[src/hw/rtl/assert_macros.svh]
// Assertion macros for the RTL file that carries checks.
`ifndef ASSERT_MACROS_SVH
`define ASSERT_MACROS_SVH

// Same-cycle implication, disabled while reset is high.
`define ASSERT_IMPL(label, clk, rst, ante, cons, msg) \
  label: assert property (@(posedge clk) disable iff (rst) (ante) |-> (cons)) \
    else $error(msg);

// Next-cycle implication, disabled while reset is high.
`define ASSERT_NEXT(label, clk, rst, ante, cons, msg) \
  label: assert property (@(posedge clk) disable iff (rst) (ante) |=> (cons)) \
    else $error(msg);

`endif

[src/hw/rtl/ssa_pkg.sv]
// Package with types, codes and constants of the sectioned slot allocator.
package ssa_pkg;

  // Fixed field widths of the item and register formats.
  localparam int FUNC_W     = 2;
  localparam int SECTION_W  = 4;
  localparam int SLOT_W     = 8;
  localparam int STATUS_W   = 2;
  localparam int SECTIONS_W = 5;
  localparam int SLOTS_W    = 9;
  localparam int CFG_IDX_W  = 1;
  localparam int CFG_DATA_W = 9;
  localparam int IN_DATA_W  = 16;
  localparam int OUT_DATA_W = 16;

  // Default sizes of the state.
  localparam int DEF_MAX_SECTIONS = 16;
  localparam int DEF_MAX_SLOTS    = 256;

  // Register reset values.
  localparam logic [SECTIONS_W-1:0] SECTIONS_RST = 5'd16;
  localparam logic [SLOTS_W-1:0]    SLOTS_RST    = 9'd256;

  typedef enum logic [FUNC_W-1:0] {
    FN_ALLOC     = 2'd0,
    FN_FREE      = 2'd1,
    FN_RESET_ONE = 2'd2,
    FN_RESET_ALL = 2'd3
  } func_t;

  typedef enum logic [STATUS_W-1:0] {
    ST_OK       = 2'd0,
    ST_INVALID  = 2'd1,
    ST_FULL     = 2'd2,
    ST_OVERFLOW = 2'd3
  } status_t;

  typedef enum logic [CFG_IDX_W-1:0] {
    CFG_SECTIONS_IN_USE   = 1'b0,
    CFG_SLOTS_PER_SECTION = 1'b1
  } cfg_idx_t;

  typedef enum logic [1:0] {
    S_IDLE,
    S_EXEC,
    S_POP
  } state_t;

  // Current register contents.
  typedef struct packed {
    logic [SECTIONS_W-1:0] sections_in_use;
    logic [SLOTS_W-1:0]    slots_per_section;
  } cfg_t;

endpackage

[src/hw/rtl/ssa_cfg.sv]
// Configuration register file of the slot allocator.
module ssa_cfg import ssa_pkg::*; (
  input  logic                  clk,
  input  logic                  rst,
  input  logic                  cfg_valid,
  output logic                  cfg_ready,
  input  logic [CFG_IDX_W-1:0]  cfg_index,
  input  logic [CFG_DATA_W-1:0] cfg_data,
  output cfg_t                  cfg
);

  // Writes are always taken.
  assign cfg_ready = 1'b1;

  // Register update on each write beat.
  always_ff @(posedge clk) begin
    if (rst) begin
      cfg.sections_in_use   <= SECTIONS_RST;
      cfg.slots_per_section <= SLOTS_RST;
    end else if (cfg_valid) begin
      case (cfg_idx_t'(cfg_index))
        CFG_SECTIONS_IN_USE:   cfg.sections_in_use   <= cfg_data[SECTIONS_W-1:0];
        CFG_SLOTS_PER_SECTION: cfg.slots_per_section <= cfg_data[SLOTS_W-1:0];
        default: ;
      endcase
    end
  end

endmodule

[config.mk]
export PLATFORM = sky130hd
export DESIGN_NAME = ssa_cfg
export DESIGN_NICKNAME = d
export VERILOG_FILES = /design/src/hw/rtl/assert_macros.svh /design/src/hw/rtl/ssa_pkg.sv /design/src/hw/rtl/ssa_cfg.sv
export SDC_FILE = /design/constraint.sdc
export NUM_CORES = 1
export LEC_CHECK = 0
export BUFFER_PORTS_ARGS = -buffer_cell sky130_fd_sc_hd__buf_2
export CORE_MARGIN = 4
export CORE_UTILIZATION = 25
export CTS_CLUSTER_DIAMETER = 50
export DETAILED_ROUTE_END_ITERATION = 7
export GPL_TIMING_DRIVEN = 1
export PLACE_DENSITY = 0.49
export SLEW_MARGIN = 0
export SYNTH_ARGS = -nofsm -noshare
export SYNTH_HDL_FRONTEND = slang
export SYNTH_SLANG_ARGS = --single-unit
[constraint.sdc]
create_clock -name clk -period 0.8 [get_ports clk]
set_clock_uncertainty 0.05 [all_clocks]
set_input_delay 0.12 -clock clk [delete_from_list [all_inputs] [get_ports clk]]
set_output_delay 0.12 -clock clk [all_outputs]
set_load 0.005 [all_outputs]
==> summary.txt, run 1 <==
Run status
  • Outcome: finished, violations left
  • Failing checks: setup timing

Worst setup path
  • Reg2reg start: cfg[7]$_SDFFE_PP0P_
  • CP max FO: 2
  • Crit path capture type: output pin
  • CP max-delay cell: dfxtp_2
  • Crit path from: cfg[0]$_SDFFE_PP0P_
  • Reg2reg end: cfg[7]$_SDFFE_PP0P_
  • Worst Reg-to-Reg Cells: 2
  • Worst path required time: 630 ps
  • Crit-path cells: buf_2
  • Critical path arrival: 730 ps
  • Worst path bufs/invs: 1
  • R2R setup slack: 20 ps
  • Slowest Stage Delay on Critical Path: 330 ps
  • Worst setup SP type: register
  • Setup CP Type: register to output pin
  • Crit-path leading delay family: flip-flops

Detailed routing
  • Routed WL: roughly 1.3 mm
  • Avg Vias per Cell: about 4.2
  • Drt pass-1 iters: 4
  • DR vias: 501
  • Drt drc: 0
  • Post-route ant nets: 0
  • Initial detailed-routing violation count: 22
  • DR WL/cell: 11.1 um

Pwr
  • P per Cell Area: 1690 nW/um^2
  • Combinational Power Share: between 10% and 20%
  • Flop pwr share: 50.6%
  • Sw power: between 300 and 400 uW
  • Sw Ratio: between 20% and 30%
  • Clock share of power: 34.6%
  • Pint: 1140 uW
  • Static Leak: 0.000410 uW
  • Worst vdd ir: 0.000804 V
  • Design Power: 1500 uW

STA
  • Final setup margin: -95.3 ps
  • Shortest period the worst path allows: 895 ps
  • Slew Limit Fails: 0
  • Fmax: 1120 MHz
  • Hold_ws: 44.4 ps
  • RSZ-0062 raised after global routing: yes
  • Setup TNS: -1260 ps
  • Hold Vio Cnt, Final: 0
  • Final setup violation count: 14
  • Final period util: 112%

Synthesis
  • Register bit total from synthesis: 14
  • YS warnings: 0
  • Synthesized area: 646 sq um
  • Post-synthesis cell type count: 17
  • Mapped Cells: 62
  • Avg Synthesized Cell Area: 10.4 sq um
  • Sequential element share of the synthesized area: 43.4%
  • Net Count, Synth: 75

Clock tree
  • Clock buffer count from CTS: 3
  • Clock buffer depth: 2
  • Worst-skew pair later-pin latency: 280 ps
  • CTS Sinks: 14
  • Clk slew on worst S/H paths: roughly 90 ps
  • Root Driver: clkbuf_4
  • CTS Hold Buffers Added: 0
  • # H-tree levels: 1
  • CTS tree: done
  • Post-CTS setup buffers: 0

Die
  • DIE HEIGHT: 58.8 um
  • Ports: 28
  • Starting density of the core: 26.1%
  • Row count: 18
  • Full die area: 3460 sq um
  • Placeable Area: 2480 sq um
  • Die W: a little under 60 um

GRT
  • Largest net degree at the start of global routing: 17
  • Initial antenna violation count: 0
  • GR Util All Layers: 8.08%
  • First-pass GRT wire length: a little over 2 mm
  • Number of global-route vias before repair: approximately 490
  • Remaining global-route overflow: 0

Hold path
  • Hold Crit Class: primary input to register
  • Hold_sp: cfg_data[4]
  • Hold Crit Depth: 3
  • Hold endpoint: cfg[4]$_SDFFE_PP0P_

Placed design
  • HPWL after DPL: 974 um
  • Port bufs: 26
  • Post-DP Area: 785 sq um
  • Gpl congestion: 0.668
  • Placed Cells incl. Taps: 115

Layout
  • Layout net count: 103
  • Top flop regs: cfg (14)
  • Finished Layout Cells: 119
  • Area Growth Syn to Fin: 37.0%
  • Fraction of layout cells with a size suffix above 1: 67.4%
  • Max FFs per register: 14
  • Design Area, Final: 885 sq um
  • Diode count: 0
  • Largest reg by FF count: cfg

Flow run
  • # Max-Cap Violations: 0
[worst max path at each step]
| stage | slack (ps) | endpoint | cells after the start |
|---|---|---|---|
| after CTS | -110 | cfg[10] | 1 |
| after floorplan | 40 | cfg[4]$_SDFFE_PP0P_ | 2 |
| after global routing | -150 | cfg[1] | 1 |
| after detailed placement | -100 | cfg[8]$_SDFFE_PP1P_ | 3 |
| final | -100 | cfg[0] | 1 |
| after global placement | -80 | cfg[8]$_SDFFE_PP1P_ | 3 |
[logic make-up after synthesis]
family                 count (synthesis)  share of synthesized area [%]
AOI/OAI and AO/OA                      9                           10.7
other                                  1                          0.581
DFF                                   14                           43.4
muxes                                  9                           14.0
and+or+nand+nor                       23                           23.5
buffers and inverters                  6                           7.95
[cell usage in the layout (no fill, tap or decap)]
cell	netlist	layout
and2_2	1	1
conb_1	1	1
dfxtp_2	0	14
buf_4	1	3
and3_2	1	1
nand2b_1	12	12
a21bo_2	4	3
a21oi_2	0	4
clkbuf_4	0	3
buf_2	2	22
nand2_4	1	1
nand3_1	4	4
nand2b_4	1	1
mux2i_1	9	9
nor2_1	2	2
clkbuf_8	0	1
a21bo_4	0	1
and2b_2	1	1
a211o_1	1	1
buf_6	3	4
[metal layers]
metal | GRT usage [%] | vias to the layer above | wire, um
li1 | - | 260 | -
met1 | 9.71 | 221 | 600
met2 | 12.3 | 20 | 581
met3 | 5.48 | 0 | 135
met4 | 0.971 | 0 | 0
met5 | 0 | - | 0
[power by group through the flow]
stage,combinational (uW),sequential (uW),clock (uW)
after CTS,206,755,553
after global placement,201,763,0
final,220,757,518
after global routing,243,764,595
after floorplan,127,768,0
after detailed placement,203,764,0
[area by class of cell]
class                           count  area (sq um)
Fill cell                         277          1590
Tap cell                           30          37.5
Timing Repair Buffer               29           178
Multi-Input combinational cell     42           335
Sequential cell                    14           298
Clock buffer                        4          36.3
[timing repair]
item                       in CTS  in global routing
setup endpoints to repair      15                 18
pin swaps                       0                  2
cloned                          0                  0
gates resized for setup        14                  9
[cell usage after synthesis]
cell type	number	area share (%)
nand2b_1	12	12
buf_6	3	5.2
a211o_1	1	1.4
conb_1	1	0.58
and3_2	1	1.2
nor2_1	2	1.2
mux2i_1	9	14
a21oi_1	4	3.1
buf_4	1	1.2
buf_2	2	1.6
nand3_1	4	3.1
and2b_2	1	1.4
nand2_4	1	1.7
nand2b_4	1	2.1
and2_2	1	1.2
dfxtp_1	14	43
a21bo_2	4	6.2
[stage by stage]
stage / utilization, % / worst slack [ps]
CTS: 34.0 / -114
detailed placement: 31.7 / -96.7
floorplan: - / 44.4
global placement: 31.7 / -79.9
finish: 35.7 / -95.3
global route: 35.7 / -149
No activity file was read; power rests on OpenSTA's default activity.
==> inputs of run 2 (changes only) <==
--- a/config.mk
+++ b/config.mk
@@ -5,13 +5,14 @@
 export SDC_FILE = /design/constraint.sdc
 export NUM_CORES = 1
 export LEC_CHECK = 0
+export ABC_AREA = 1
 export BUFFER_PORTS_ARGS = -buffer_cell sky130_fd_sc_hd__buf_2
 export CORE_MARGIN = 4
 export CORE_UTILIZATION = 25
 export CTS_CLUSTER_DIAMETER = 50
 export DETAILED_ROUTE_END_ITERATION = 7
 export GPL_TIMING_DRIVEN = 1
-export PLACE_DENSITY = 0.49
+export PLACE_DENSITY = 0.51
 export SLEW_MARGIN = 0
 export SYNTH_ARGS = -nofsm -noshare
 export SYNTH_HDL_FRONTEND = slang
==> run 2 against run 1 <==
  * Largest cell class is now flip-flops and latches
  * Power shrank 6.0%
  * Combinational power grew 10%
  * The run still ends with setup timing left
  * Critical path type unchanged
  * Global-route usage grew 2.0 points
  * Synthesized cell count grew 18%
  * Count of clock-buffer cells in the layout shrank 1
==> summary.txt, run 2 <==
Layout
  • Diode count: 0 (unchanged)
  • Max FFs per register: 14 (unchanged)
  • Top flop regs: cfg (14)
  • Area Growth Syn to Fin: 49.4%
  • Layout fillers: 213 (-23%)
  • Design Area, Final: 810 sq um (-8.5%)
  • Largest reg by FF count: cfg
  • Fin util: 40.4% (+4.7 points)
  • Storage cell area: 298 sq um (unchanged)
  • Commonest non-fill, non-tap cell in the layout: nor2_1
  • Multi-input gate area: 214 sq um (-36%)
  • Layout net count: 119 (+16%)
  • Fraction of layout cells with a size suffix above 1: 48.1% (-19 points)
  • Commonest cells after routing, fill and taps aside: nor2_1 (24), buf_2 (21), dfxtp_2 (14), o21ai_0 (9), nand3_1 (7)

Worst setup path
  • CP max FO: 2 (unchanged)
  • Slowest Stage Delay on Critical Path: 330 ps (about the same)
  • Worst path bufs/invs: 1 (unchanged)
  • Worst setup SP type: register
  • Crit-path cells: buf_2
  • Setup CP Type: register to output pin
  • Crit-path leading delay family: flip-flops
  • CP max-delay cell: dfxtp_2
  • Worst path required time: 630 ps (about the same)
  • Critical path arrival: 710 ps (-20 ps)
  • Crit path capture type: output pin

Synthesis
  • Net Count, Synth: 86 (+15%)
  • Most frequent cell after synthesis: nor2_1
  • Top FF cell, synth: dfxtp_1
  • YS warnings: 0 (unchanged)
  • Post-synthesis cell type count: 13 (-4)
  • Mapped Cells: 73 (+18%)
  • Area leader, netlist: dfxtp_1
  • Post-synth EDFFs: 0 (unchanged)
  • Avg Synthesized Cell Area: 7.42 sq um (-29%)
  • Synth cell count leaders: nor2_1 (24), dfxtp_1 (14), o21ai_0 (9), nand3_1 (7)
  • Area contributors post-synth: dfxtp_1 (52%), nor2_1 (17%), o21ai_0 (8.3%)
  • Sequential element share of the synthesized area: 51.7% (+8.3 points)
  • Post-synth ARST share: 0% (unchanged)
  • Synthesized area: 542 sq um (-16%)
  • Top cell type's share of synthesized area: 51.7% (+8.3 points)
  • Register bit total from synthesis: 14 (unchanged)

Pwr
  • Design Power: 1410 uW (-6.0%)
  • Worst vdd ir: 0.000767 V (-4.7%)
  • Sw Ratio: 24.9% (+1.2 points)
  • Combinational Power Share: 17.2% (+2.5 points)
  • Sw power: 350 uW (-1.2%)
  • Pint: 1060 uW (-7.5%)
  • P per Cell Area: 1740 nW/um^2 (+2.7%)
  • Static Leak: 0.000411 uW (+0.23%)
  • Flop pwr share: 55.3% (+4.7 points)
  • Clock share of power: 27.5% (-7.1 points)

Placed design
  • Post-DP Area: 721 sq um (-8.1%)
  • Pre-CTS setup slack: 4.63 ps (+101 ps)
  • Port bufs: 26 (unchanged)
  • HPWL after DPL: 1000 um (+2.6%)
  • Gpl congestion: 0.705 (+5.5%)

Detailed routing
  • Avg Vias per Cell: 4.17 (-1.0%)
  • DR WL/cell: 9.67 um (-13%)
  • Initial detailed-routing violation count: 2 (-91%)
  • Max Used Layer: met4
  • Met3 WL: 101 um (-25%)
  • Routed WL: 1.27 mm (-3.8%)
  • Met2 Wirelength: 606 um (+4.3%)
  • Drt pass-1 iters: 3 (-1)
  • DR vias: 546 (+9.0%)
  • Post-route ant nets: 0 (unchanged)
  • Drt drc: 0 (unchanged)
  • Routed metal-1 wire length: 532 um (-11%)

Run status
  • Outcome: finished, violations left
  • Failing checks: setup timing

Die
  • Die W: 54.6 um (-7.3%)
  • Full die area: 2980 sq um (-14%)
  • Placeable Area: 2000 sq um (-19%)
  • Ports: 28 (unchanged)
  • DIE HEIGHT: 54.6 um (-7.3%)
  • Starting density of the core: 27.1% (+1.0 points)
  • Row count: 16 (-2)

Hold path
  • Hold Crit Class: primary input to register

GRT
  • Initial antenna violation count: 0 (unchanged)
  • GR Util All Layers: 10.1% (+2.0 points)
  • First-pass GRT wire length: 2.07 mm (-0.29%)
  • Largest net degree at the start of global routing: 15 (-2)
  • Remaining global-route overflow: 0 (unchanged)
  • Number of global-route vias before repair: 514 (+4.7%)

Clock tree
  • Clk slew on worst S/H paths: 80 ps (about the same)
  • # H-tree levels: 1 (unchanged)
  • Clock buffer count from CTS: 3 (unchanged)
  • Worst-skew pair later-pin latency: 270 ps (about the same)
  • CTS Sinks: 14 (unchanged)
  • CTS tree: done
  • Root Driver: clkbuf_4
  • Clock buffer depth: 2 (unchanged)

STA
  • Shortest period the worst path allows: 884 ps (-11.5 ps)
  • Setup TNS: -1090 ps (+169 ps)
  • Hold Vio Cnt, Final: 0 (unchanged)
  • Final period util: 110% (-1.4 points)
  • Final setup violation count: 14 (unchanged)
  • Fmax: 1130 MHz (+1.3%)
  • RSZ-0062 raised after global routing: yes
  • Slew Limit Fails: 0 (unchanged)
  • Final setup margin: -83.8 ps (+11.5 ps)

Flow run
  • # Max-Cap Violations: 0 (unchanged)
-- run 2: worst paths after layout --
check / start / to / slack, ps / depth (start not counted)
max: cfg[3]$_SDFFE_PP0P_ / cfg[3] / -80 / 1
min reg2reg: cfg[8]$_SDFFE_PP1P_ / cfg[8]$_SDFFE_PP1P_ / 420 / 2
max reg2reg: cfg[1]$_SDFFE_PP0P_ / cfg[1]$_SDFFE_PP0P_ / 70 / 3
min: cfg_data[7] / cfg[7]$_SDFFE_PP0P_ / 40 / 3
-- run 2: kinds of logic (layout without fill, tap and decap cells) --
logic type | after synthesis | in the layout | synth area share [%]
simple gates | 39 | 39 | 30.5
flops | 14 | 14 | 51.7
buf+inv | 10 | 41 | 8.77
compound gates | 9 | 9 | 8.31
other cells | 1 | 1 | 0.692
-- run 2: per-layer routing --
| metal | vias to the layer above | track usage [%] |
|---|---|---|
| met5 | - | 0 |
| met4 | 0 | 8.71 |
| met3 | 2 | 2.72 |
| met2 | 12 | 15.7 |
| met1 | 244 | 11.2 |
| li1 | 288 | - |
-- run 2: repair_timing --
action,in CTS,in global routing
endpoints found under the setup margin,14,14
cloned,0,0
hold endpoints to repair,1,0
pin swaps,0,0
gates resized for setup,14,5
hold buffers,1,0
buffers inserted,1,0
-- run 2: power groups by stage --
| stage | logic, uW | clock network, uW | registers, uW |
|---|---|---|---|
| floorplan | 101 | 0 | 786 |
| CTS | 229 | 409 | 773 |
| finish | 242 | 387 | 777 |
| global route | 280 | 428 | 783 |
| global placement | 220 | 0 | 780 |
| detailed placement | 219 | 0 | 782 |
-- run 2: layout make-up --
type,count,area share [%]
Sequential cell,14,36.8
Multi-Input combinational cell,49,26.4
Inverter,8,4.33
Tap cell,27,4.17
Clock buffer,3,2.78
Timing Repair Buffer,30,25.5
-- run 2: through the flow --
step / instances / hold slack [ps]
after floorplan: 73 / 183
after global placement: 126 / 285
after detailed placement: 126 / 282
after CTS: 131 / 33.4
after global routing: 131 / 51.2
final: 131 / 43.8
