==> src/hw/rtl/assert_macros.svh <==
// Assertion macros for the RTL file that carries checks.
`ifndef ASSERT_MACROS_SVH
`define ASSERT_MACROS_SVH

// Same-cycle implication, disabled while reset is high.
`define ASSERT_IMPL(label, clk, rst, ante, cons, msg) \
  label: assert property (@(posedge clk) disable iff (rst) (ante) |-> (cons)) \
    else $error(msg);

// Next-cycle implication, disabled while reset is high.
`define ASSERT_NEXT(label, clk, rst, ante, cons, msg) \
  label: assert property (@(posedge clk) disable iff (rst) (ante) |=> (cons)) \
    else $error(msg);

`endif

==> src/hw/rtl/ssa_ram.sv <==
// Generic single-write, single-read RAM with registered read data.
module ssa_ram #(
  parameter int WIDTH = 8,
  parameter int DEPTH = 16
) (
  input  logic                                      clk,
  input  logic                                      we,
  input  logic [(DEPTH > 1 ? $clog2(DEPTH) : 1)-1:0] waddr,
  input  logic [WIDTH-1:0]                          wdata,
  input  logic                                      re,
  input  logic [(DEPTH > 1 ? $clog2(DEPTH) : 1)-1:0] raddr,
  output logic [WIDTH-1:0]                          rdata
);

  logic [WIDTH-1:0] mem [DEPTH];

  // Write port.
  always_ff @(posedge clk) begin
    if (we) begin
      mem[waddr] <= wdata;
    end
  end

  // Read port; data holds until the next read.
  always_ff @(posedge clk) begin
    if (re) begin
      rdata <= mem[raddr];
    end
  end

endmodule

==> config.mk <==
export PLATFORM = sky130hd
export DESIGN_NAME = ssa_ram
export DESIGN_NICKNAME = d
export VERILOG_FILES = /design/src/hw/rtl/assert_macros.svh /design/src/hw/rtl/ssa_ram.sv
export SDC_FILE = /design/constraint.sdc
export NUM_CORES = 1
export LEC_CHECK = 0
export ABC_CLOCK_PERIOD_IN_PS = 3700
export BUFFER_PORTS_ARGS = -buffer_cell sky130_fd_sc_hd__buf_2
export CAP_MARGIN = 40
export CORE_ASPECT_RATIO = 1.75
export CORE_UTILIZATION = 26
export DETAILED_ROUTE_END_ITERATION = 12
export PLACE_DENSITY = 0.43
export SLEW_MARGIN = 20
export SYNTH_ARGS = -nofsm -noshare
export SYNTH_HDL_FRONTEND = slang
export SYNTH_SLANG_ARGS = --single-unit
==> constraint.sdc <==
create_clock -name clk -period 3.7 [get_ports clk]
set_input_delay 0.74 -clock clk [delete_from_list [all_inputs] [get_ports clk]]
set_output_delay 0.74 -clock clk [all_outputs]
set_load 0.01 [all_outputs]
==> run_summary.xml, run 1 <==
<?xml version="1.0" encoding="UTF-8"?>
<metrics>
  <group name="cts">
    <metric name="htree_levels" unit="">4</metric>
    <metric name="clock_sink_count" unit="">136</metric>
    <metric name="worstSkewPairLatency" unit="ps">410</metric>
    <metric name="setup_buffers_after_cts" unit="">0</metric>
    <metric name="cts_tree" unit="">yes</metric>
    <metric name="cts_made_buffers" unit="">17</metric>
    <metric name="cts_root_buffer" unit="">sky130_fd_sc_hd__clkbuf_16</metric>
    <metric name="clkSlewWorstSetupHoldPaths" unit="ps">60</metric>
    <metric name="cts_max_path_buffers" unit="">2</metric>
    <metric name="cts_hold_buffers" unit="">0</metric>
    <metric name="cts_repair_resize_count" unit="">0</metric>
  </group>
  <group name="logic_synthesis">
    <metric name="synth.net_count" unit="">248</metric>
    <metric name="register_bit_total_from_synthesis" unit="">136</metric>
    <metric name="synth-adder-area-share" unit="%">0</metric>
    <metric name="synth_async_sr_flop_share" unit="%">0</metric>
    <metric name="synth-main-ff-cell" unit="">sky130_fd_sc_hd__edfxtp_1</metric>
    <metric name="post_synth_mux_area_share" unit="%">14.8</metric>
    <metric name="yosysMostFrequentCell" unit="">sky130_fd_sc_hd__edfxtp_1</metric>
    <metric name="ys_top_cells_by_count" unit="">sky130_fd_sc_hd__edfxtp_1 (136), sky130_fd_sc_hd__mux4_2 (18), sky130_fd_sc_hd__a22oi_1 (16)</metric>
    <metric name="top_cell_type_s_share_of_synthesized_area" unit="%">78.1</metric>
    <metric name="post_synth_instance_area" unit="um2">5230</metric>
    <metric name="ys_types" unit="">18</metric>
    <metric name="yosysWarnings" unit="">0</metric>
    <metric name="synth_enable_flop_cells" unit="">136</metric>
    <metric name="netlist_top_cells_area" unit="">sky130_fd_sc_hd__edfxtp_1 (78%), sky130_fd_sc_hd__mux4_2 (7.8%), sky130_fd_sc_hd__mux4_1 (7.0%)</metric>
    <metric name="synthesis.area_per_instance" unit="um2">22.8</metric>
    <metric name="share_of_the_synthesized_netlist_area_taken_by_xor_and_xnor_gates" unit="%">0</metric>
    <metric name="syn_inst" unit="">229</metric>
    <metric name="yosys.area_share.simple" unit="%">3.14</metric>
    <metric name="post-synth-top-area-cell" unit="">sky130_fd_sc_hd__edfxtp_1</metric>
    <metric name="post_synthesis_compound_gate_area_fraction" unit="%">2.30</metric>
    <metric name="synth.yosys.seq_area_share" unit="%">78.1</metric>
    <metric name="synth_top_family_by_area" unit="">multiplexers</metric>
  </group>
  <group name="worst_setup_path">
    <metric name="critical_path.max_stage_delay" unit="ps">610</metric>
    <metric name="critPathCaptureType" unit="">register</metric>
    <metric name="critical_path.cell_chain" unit="">buf_2 &gt; buf_4 &gt; mux4_1 &gt; a22oi_1 &gt; nand2_1</metric>
    <metric name="timing.critical_path.fanout_max" unit="">14</metric>
    <metric name="critical_path.slowest_cell" unit="">sky130_fd_sc_hd__mux4_1</metric>
    <metric name="critical_path_required" unit="ps">3860</metric>
    <metric name="critPathKind" unit="">primary input to register</metric>
    <metric name="crit_arrival" unit="ps">2380</metric>
    <metric name="worst_setup_path_start_kind" unit="">primary input</metric>
  </group>
  <group name="routing">
    <metric name="drt_pre_antenna_iters" unit="">4</metric>
    <metric name="post_drt_wl_per_cell" unit="um">22.7</metric>
    <metric name="avgViaCountPerCell" unit="">4.63</metric>
    <metric name="routed-via-count" unit="">2512</metric>
    <metric name="route.detailed.drc" unit="">0</metric>
    <metric name="dr.first_iter.drc_count" unit="">113</metric>
    <metric name="postRouteAntennaNets" unit="">0</metric>
    <metric name="routed_wirelength" unit="um">12300</metric>
  </group>
  <group name="timing">
    <metric name="final.setup.tns" unit="ps">0</metric>
    <metric name="tightestPinTransition" unit="ps">795</metric>
    <metric name="fin_crit_sh" unit="%">59.9</metric>
    <metric name="final_max_slew_viol_count" unit="">0</metric>
    <metric name="setup_viol_count_final" unit="">0</metric>
    <metric name="post-route-min-period" unit="ps">2220</metric>
    <metric name="timing.clock.skew" unit="ps">8.37</metric>
    <metric name="grt_setup_unrepaired" unit="">no</metric>
    <metric name="finalHoldWorstSlack" unit="ps">697</metric>
    <metric name="final-hold-violation-count" unit="">0</metric>
    <metric name="slew-limit-headroom" unit="%">46.8</metric>
    <metric name="fmax" unit="MHz">451</metric>
  </group>
  <group name="floorplan">
    <metric name="fp.dieArea" unit="um2">20700</metric>
    <metric name="io_pins" unit="">27</metric>
    <metric name="fp.dieH" unit="um">190</metric>
    <metric name="floorplan.die.width" unit="um">109</metric>
    <metric name="placementRows" unit="">68</metric>
    <metric name="floorplan.initialDensity" unit="%">26.5</metric>
    <metric name="floorplan.core_area" unit="um2">19700</metric>
  </group>
  <group name="pwr">
    <metric name="pwr-share-seq" unit="%">46.5</metric>
    <metric name="p_int" unit="mW">3.00</metric>
    <metric name="leakage" unit="nW">2.13</metric>
    <metric name="power.switching" unit="mW">0.753</metric>
    <metric name="power.share.clock" unit="%">49.2</metric>
    <metric name="share_comb_of_total_power" unit="%">4.3</metric>
    <metric name="max-vdd-ir-drop" unit="mV">0.261</metric>
    <metric name="p_sw_share" unit="%">20.1</metric>
    <metric name="pwr_density_cell" unit="nW/um2">589</metric>
  </group>
  <group name="final_layout">
    <metric name="post_route_cells_drive_above_1_share" unit="%">32.7</metric>
    <metric name="antenna_cells" unit="">0</metric>
    <metric name="post-route-cell-area" unit="um2">6380</metric>
    <metric name="fill_cell_count" unit="">1898</metric>
    <metric name="register_area" unit="um2">4080</metric>
    <metric name="finalNetCount" unit="">303</metric>
    <metric name="post-route-util" unit="%">32.3</metric>
    <metric name="instances_no_fill" unit="">542</metric>
    <metric name="syn_to_final_growth" unit="%">22.0</metric>
    <metric name="multi_input_comb_area" unit="um2">1060</metric>
  </group>
  <group name="place">
    <metric name="final_replace_weighted_congestion" unit="">0.731</metric>
    <metric name="port-buffer-count" unit="">26</metric>
    <metric name="place_inst" unit="">510</metric>
    <metric name="detailed_place.area" unit="um2">5730</metric>
    <metric name="dp_hpwl" unit="um">8490</metric>
  </group>
  <group name="global_routing">
    <metric name="total_global_route_track_usage" unit="%">13.0</metric>
    <metric name="globalRouteOverflowTotal" unit="">0</metric>
    <metric name="initial_antenna_violation_count" unit="">0</metric>
    <metric name="grt_pass1_wl" unit="um">18100</metric>
    <metric name="first_global_vias" unit="">2706</metric>
    <metric name="grt_max_degree" unit="">23</metric>
  </group>
  <group name="flow_run">
    <metric name="cap_violations" unit="">0</metric>
  </group>
  <group name="min_path">
    <metric name="timing.hold.worst.class" unit="">primary input to register</metric>
  </group>
  <group name="outcome">
    <metric name="status" unit="">complete, no violations</metric>
  </group>
</metrics>
==> power groups by stage <==
stage | logic, mW | clock network [mW] | registers (mW)
after floorplan | 0.0876 | 0 | 1.78
after global placement | 0.165 | 0 | 1.78
after detailed placement | 0.167 | 0 | 1.78
after CTS | 0.167 | 1.89 | 1.75
after global routing | 0.177 | 1.94 | 1.75
final | 0.162 | 1.85 | 1.75
==> per-stage QoR <==
stage               power [mW]  setup WS (ps)
floorplan                 1.87           1470
global placement          1.94            966
detailed placement        1.95            972
CTS                       3.80           1430
global route              3.86           1370
finish                    3.75           1480
==> cell type report <==
class	instances	area share, %
well taps	245	4.81
clock buffers	17	6.67
clock inverters	15	3.53
multi-input cells	83	16.6
repair buffers	46	4.39
flip-flops and latches	136	64.0
==> logic make-up (layout without fill, tap and decap cells) <==
family | after synthesis | after routing
mux | 32 | 32
simple gates | 35 | 35
buf+inv | 10 | 78
flops | 136 | 136
compound gates | 16 | 16
==> path summary, 6_finish.rpt <==
| path | startpoint | cells past startpoint | endpoint | slack (ps) |
|---|---|---|---|---|
| max | raddr[0] | 5 | rdata[3]$_DFFE_PP_ | 1480 |
| min | re | 1 | rdata[0]$_DFFE_PP_ | 700 |
| max reg2reg | mem[9][5]$_DFFE_PP_ | 3 | rdata[5]$_DFFE_PP_ | 2130 |
| min reg2reg | mem[14][0]$_DFFE_PP_ | 3 | rdata[0]$_DFFE_PP_ | 750 |
==> layer usage <==
layer | global-route usage, % | vias to the layer above | wire length (um)
met5 | 0 | - | 0
met3 | 2.50 | 18 | 317
met2 | 22.9 | 66 | 6860
met1 | 14.3 | 1337 | 4770
met4 | 7.13 | 0 | 334
li1 | - | 1091 | -
==> cells in the final DEF, fill, tap and decap left out <==
| master | netlist | routed |
|---|---|---|
| sky130_fd_sc_hd__a22oi_1 | 16 | 16 |
| sky130_fd_sc_hd__and2_1 | 1 | 1 |
| sky130_fd_sc_hd__and2b_1 | 1 | 1 |
| sky130_fd_sc_hd__buf_2 | 3 | 26 |
| sky130_fd_sc_hd__buf_4 | 1 | 20 |
| sky130_fd_sc_hd__bufinv_16 | 0 | 5 |
| sky130_fd_sc_hd__clkbuf_16 | 0 | 17 |
| sky130_fd_sc_hd__clkinv_2 | 0 | 3 |
| sky130_fd_sc_hd__clkinv_4 | 0 | 4 |
| sky130_fd_sc_hd__clkinvlp_4 | 0 | 1 |
| sky130_fd_sc_hd__edfxtp_1 | 136 | 136 |
| sky130_fd_sc_hd__inv_6 | 0 | 2 |
| sky130_fd_sc_hd__mux4_1 | 14 | 14 |
| sky130_fd_sc_hd__mux4_2 | 18 | 18 |
| sky130_fd_sc_hd__nand2_1 | 9 | 9 |
| sky130_fd_sc_hd__nand2b_1 | 2 | 2 |
| sky130_fd_sc_hd__nand3_1 | 1 | 1 |
| sky130_fd_sc_hd__nand3b_1 | 2 | 2 |
| sky130_fd_sc_hd__nor2_1 | 13 | 13 |
| sky130_fd_sc_hd__nor2b_1 | 1 | 1 |
| sky130_fd_sc_hd__nor3_1 | 4 | 4 |
| sky130_fd_sc_hd__or3b_2 | 1 | 1 |
==> flip-flops by register name, indices dropped and copies added, names as in the netlist <==
signal	count
mem	128
rdata	8
==> critical path, delay by kind of cell <==
| kind | cells | cell delay [ps] |
|---|---|---|
| muxes | 1 | 610 |
| AOI/OAI and AO/OA | 1 | 240 |
| and+or+nand+nor | 1 | 100 |
| buffers and inverters | 2 | 670 |
Note: power is estimated with default switching activity, not from simulation.
==> run 2, diff against run 1 <==
--- a/config.mk
+++ b/config.mk
@@ -5,13 +5,14 @@
 export SDC_FILE = /design/constraint.sdc
 export NUM_CORES = 1
 export LEC_CHECK = 0
-export ABC_CLOCK_PERIOD_IN_PS = 3700
+export ABC_AREA = 1
+export ABC_CLOCK_PERIOD_IN_PS = 1900
 export BUFFER_PORTS_ARGS = -buffer_cell sky130_fd_sc_hd__buf_2
 export CAP_MARGIN = 40
 export CORE_ASPECT_RATIO = 1.75
 export CORE_UTILIZATION = 26
 export DETAILED_ROUTE_END_ITERATION = 12
-export PLACE_DENSITY = 0.43
+export PLACE_DENSITY = 0.45
 export SLEW_MARGIN = 20
 export SYNTH_ARGS = -nofsm -noshare
 export SYNTH_HDL_FRONTEND = slang
==> constraint.sdc (replaced) <==
create_clock -name clk -period 1.9 [get_ports clk]
set_input_delay 0.38 -clock clk [delete_from_list [all_inputs] [get_ports clk]]
set_output_delay 0.38 -clock clk [all_outputs]
set_load 0.01 [all_outputs]
==> run_summary.xml, run 2 <==
<?xml version="1.0" encoding="UTF-8"?>
<metrics>
  <group name="worst_setup_path">
    <metric name="path_delay_family" unit="">flip-flops</metric>
    <metric name="crit_arrival" unit="ps">1020</metric>
    <metric name="critical_path.cell_chain" unit="">buf_2</metric>
    <metric name="reg2reg_depth" unit="">6</metric>
    <metric name="rrSetupSlack" unit="ps">820</metric>
    <metric name="critical_path.slowest_cell" unit="">sky130_fd_sc_hd__edfxtp_1</metric>
    <metric name="critical_path.max_stage_delay" unit="ps">430</metric>
    <metric name="crit_path_depth" unit="">1</metric>
    <metric name="timing.rr.end" unit="">rdata[4]$_DFFE_PP_</metric>
    <metric name="critPathKind" unit="">register to primary output</metric>
    <metric name="timing.critical_path.fanout_max" unit="">1</metric>
    <metric name="worst_setup_path_start_kind" unit="">register</metric>
    <metric name="critical_path_required" unit="ps">1520</metric>
    <metric name="rr_startpoint" unit="">mem[4][4]$_DFFE_PP_</metric>
    <metric name="critPathCaptureType" unit="">primary output</metric>
    <metric name="critical_path_buf_inv_count" unit="">1</metric>
  </group>
  <group name="floorplan">
    <metric name="io_pins" unit="">27</metric>
    <metric name="floorplan.initialDensity" unit="%">26.5</metric>
    <metric name="fp.dieArea" unit="um2">23100</metric>
    <metric name="floorplan.core_area" unit="um2">22100</metric>
    <metric name="fp.dieH" unit="um">200</metric>
    <metric name="floorplan.die.width" unit="um">115</metric>
    <metric name="placementRows" unit="">72</metric>
  </group>
  <group name="final_layout">
    <metric name="post_route_cells_drive_above_1_share" unit="%">13.8</metric>
    <metric name="largest-register" unit="">mem</metric>
    <metric name="finalNetCount" unit="">620</metric>
    <metric name="syn_to_final_growth" unit="%">20.3</metric>
    <metric name="fill_cell_count" unit="">2255</metric>
    <metric name="antenna_cells" unit="">0</metric>
    <metric name="mostFrequentLayoutCell" unit="">sky130_fd_sc_hd__nand2_1</metric>
    <metric name="reg.largest.list" unit="">mem: 128 flops, rdata: 8 flops</metric>
    <metric name="largest_register_ffs" unit="">128</metric>
    <metric name="most_frequent_cells_in_the_layout" unit="">sky130_fd_sc_hd__nand2_1 (173), sky130_fd_sc_hd__edfxtp_1 (136), sky130_fd_sc_hd__inv_1 (100)</metric>
  </group>
  <group name="logic_synthesis">
    <metric name="ys_top_cells_by_count" unit="">sky130_fd_sc_hd__nand2_1 (173), sky130_fd_sc_hd__edfxtp_1 (136), sky130_fd_sc_hd__inv_1 (100)</metric>
    <metric name="synth-main-ff-cell" unit="">sky130_fd_sc_hd__edfxtp_1</metric>
    <metric name="synth_async_sr_flop_share" unit="%">0</metric>
    <metric name="synth.yosys.seq_area_share" unit="%">69.8</metric>
    <metric name="ys_types" unit="">11</metric>
    <metric name="syn_inst" unit="">551</metric>
    <metric name="top_cell_type_s_share_of_synthesized_area" unit="%">69.8</metric>
    <metric name="yosysMostFrequentCell" unit="">sky130_fd_sc_hd__nand2_1</metric>
    <metric name="post_synth_instance_area" unit="um2">5850</metric>
    <metric name="register_bit_total_from_synthesis" unit="">136</metric>
    <metric name="synth_enable_flop_cells" unit="">136</metric>
    <metric name="netlist_top_cells_area" unit="">sky130_fd_sc_hd__edfxtp_1 (70%), sky130_fd_sc_hd__nand2_1 (11%), sky130_fd_sc_hd__nand3_1 (8.3%)</metric>
    <metric name="yosysWarnings" unit="">0</metric>
    <metric name="post-synth-top-area-cell" unit="">sky130_fd_sc_hd__edfxtp_1</metric>
    <metric name="synthesis.area_per_instance" unit="um2">10.6</metric>
    <metric name="synth.net_count" unit="">570</metric>
  </group>
  <group name="routing">
    <metric name="post_drt_wl_per_cell" unit="um">16.2</metric>
    <metric name="avgViaCountPerCell" unit="">4.21</metric>
    <metric name="dr.first_iter.drc_count" unit="">200</metric>
    <metric name="routed_wirelength" unit="um">14800</metric>
    <metric name="postRouteAntennaNets" unit="">0</metric>
    <metric name="detailroute.wirelength.met3" unit="um">315</metric>
    <metric name="routed.top_layer" unit="">met4</metric>
    <metric name="routed-via-count" unit="">3835</metric>
    <metric name="wl_met2" unit="um">8280</metric>
    <metric name="drt_pre_antenna_iters" unit="">4</metric>
    <metric name="route.detailed.drc" unit="">0</metric>
    <metric name="met1Wirelength" unit="um">5780</metric>
  </group>
  <group name="timing">
    <metric name="post-route-min-period" unit="ps">1400</metric>
    <metric name="final-hold-violation-count" unit="">0</metric>
    <metric name="timing.clock.skew" unit="ps">8.30</metric>
    <metric name="fmax" unit="MHz">714</metric>
    <metric name="slew-limit-headroom" unit="%">60.3</metric>
    <metric name="finalHoldWorstSlack" unit="ps">346</metric>
    <metric name="setup_viol_count_final" unit="">0</metric>
    <metric name="tightestPinTransition" unit="ps">596</metric>
    <metric name="final.setup.tns" unit="ps">0</metric>
    <metric name="final_max_slew_viol_count" unit="">0</metric>
    <metric name="grt_setup_unrepaired" unit="">no</metric>
    <metric name="fin_crit_sh" unit="%">73.7</metric>
  </group>
  <group name="outcome">
    <metric name="status" unit="">complete, no violations</metric>
  </group>
  <group name="cts">
    <metric name="cts_max_path_buffers" unit="">2</metric>
    <metric name="worstSkewPairLatency" unit="ps">420</metric>
    <metric name="cts_tree" unit="">yes</metric>
    <metric name="cts_repair_resize_count" unit="">0</metric>
    <metric name="cts_made_buffers" unit="">17</metric>
    <metric name="cts_root_buffer" unit="">sky130_fd_sc_hd__clkbuf_16</metric>
    <metric name="setup_buffers_after_cts" unit="">0</metric>
    <metric name="clock_sink_count" unit="">136</metric>
    <metric name="clkSlewWorstSetupHoldPaths" unit="ps">60</metric>
    <metric name="htree_levels" unit="">4</metric>
    <metric name="cts_hold_buffers" unit="">0</metric>
  </group>
  <group name="global_routing">
    <metric name="globalRouteOverflowTotal" unit="">0</metric>
    <metric name="first_global_vias" unit="">4042</metric>
    <metric name="grt_pass1_wl" unit="um">22900</metric>
    <metric name="total_global_route_track_usage" unit="%">13.8</metric>
    <metric name="grt_max_degree" unit="">49</metric>
    <metric name="initial_antenna_violation_count" unit="">0</metric>
  </group>
  <group name="pwr">
    <metric name="leakage" unit="nW">2.98</metric>
    <metric name="total_power" unit="mW">7.20</metric>
    <metric name="pwr_density_cell" unit="nW/um2">1020</metric>
    <metric name="max-vdd-ir-drop" unit="mV">0.396</metric>
  </group>
  <group name="flow_run">
    <metric name="cap_violations" unit="">0</metric>
  </group>
  <group name="min_path">
    <metric name="hold_path_startpoint" unit="">re</metric>
    <metric name="timing.hold.worst.class" unit="">primary input to register</metric>
    <metric name="min_delay_path_depth" unit="">1</metric>
    <metric name="hold-path-endpoint" unit="">rdata[1]$_DFFE_PP_</metric>
  </group>
  <group name="place">
    <metric name="dp_hpwl" unit="um">10200</metric>
    <metric name="port-buffer-count" unit="">26</metric>
    <metric name="final_replace_weighted_congestion" unit="">0.798</metric>
  </group>
</metrics>
[run 2: cell types whose count changed in the layout (fill, tap and decap cells not counted), moves of 14 or more]
cell | previous run | this run
sky130_fd_sc_hd__mux4_1 | 14 | 0
sky130_fd_sc_hd__nand2_1 | 9 | 173
sky130_fd_sc_hd__mux4_2 | 18 | 0
sky130_fd_sc_hd__inv_1 | 0 | 100
sky130_fd_sc_hd__nand3_1 | 1 | 97
sky130_fd_sc_hd__a22oi_1 | 16 | 0
[run 2: final cells by class]
type | instances | area (um2) | share of cell area [%]
inverter | 102 | 383 | 5.44
timing repair buffer | 55 | 373 | 5.30
sequential | 136 | 4080 | 58.1
clock buffer | 17 | 425 | 6.05
clock inverter | 15 | 184 | 2.62
multi-input combinational | 289 | 1210 | 17.3
tap | 296 | 370 | 5.27
[run 2: kinds of logic (layout without fill, tap and decap cells)]
kind of cell  Yosys count  in the layout  share of synthesized area, %
buf+inv               126            189                          9.39
flops                 136            136                          69.8
simple gates          289            289                          20.8
[run 2: routing by layer]
metal | vias to the layer above | GRT usage (%)
met5 | - | 0
met4 | 0 | 6.54
met3 | 23 | 2.39
met2 | 53 | 25.7
met1 | 1884 | 14.6
li1 | 1875 | -
[run 2: through the flow]
stage	setup slack, ps	utilization [%]	std cells	cell area, um2
final	500	31.9	910	7030
after CTS	457	31.9	910	7030
after detailed placement	254	29.1	878	6420
after global placement	274	29.1	878	6420
after floorplan	569	-	551	5850
after global routing	458	31.9	910	7030
[run 2: power breakdown]
| part | switching (mW) | total (mW) | internal (mW) |
|---|---|---|---|
| Clock | 1.22 | 3.39 | 2.17 |
| Sequential | 0.0227 | 3.40 | 3.38 |
| Combinational | 0.286 | 0.411 | 0.124 |
[run 2: worst max-delay path by stage]
stage	startpoint	endpoint	slack, ps
2_1_floorplan	waddr[2]	mem[10][0]$_DFFE_PP_	570
3_3_place_gp	raddr[0]	rdata[6]$_DFFE_PP_	270
3_5_place_dp	raddr[0]	rdata[3]$_DFFE_PP_	250
4_1_cts	rdata[2]$_DFFE_PP_	rdata[2]	460
5_1_grt	rdata[2]$_DFFE_PP_	rdata[2]	460
6_report	rdata[2]$_DFFE_PP_	rdata[2]	500
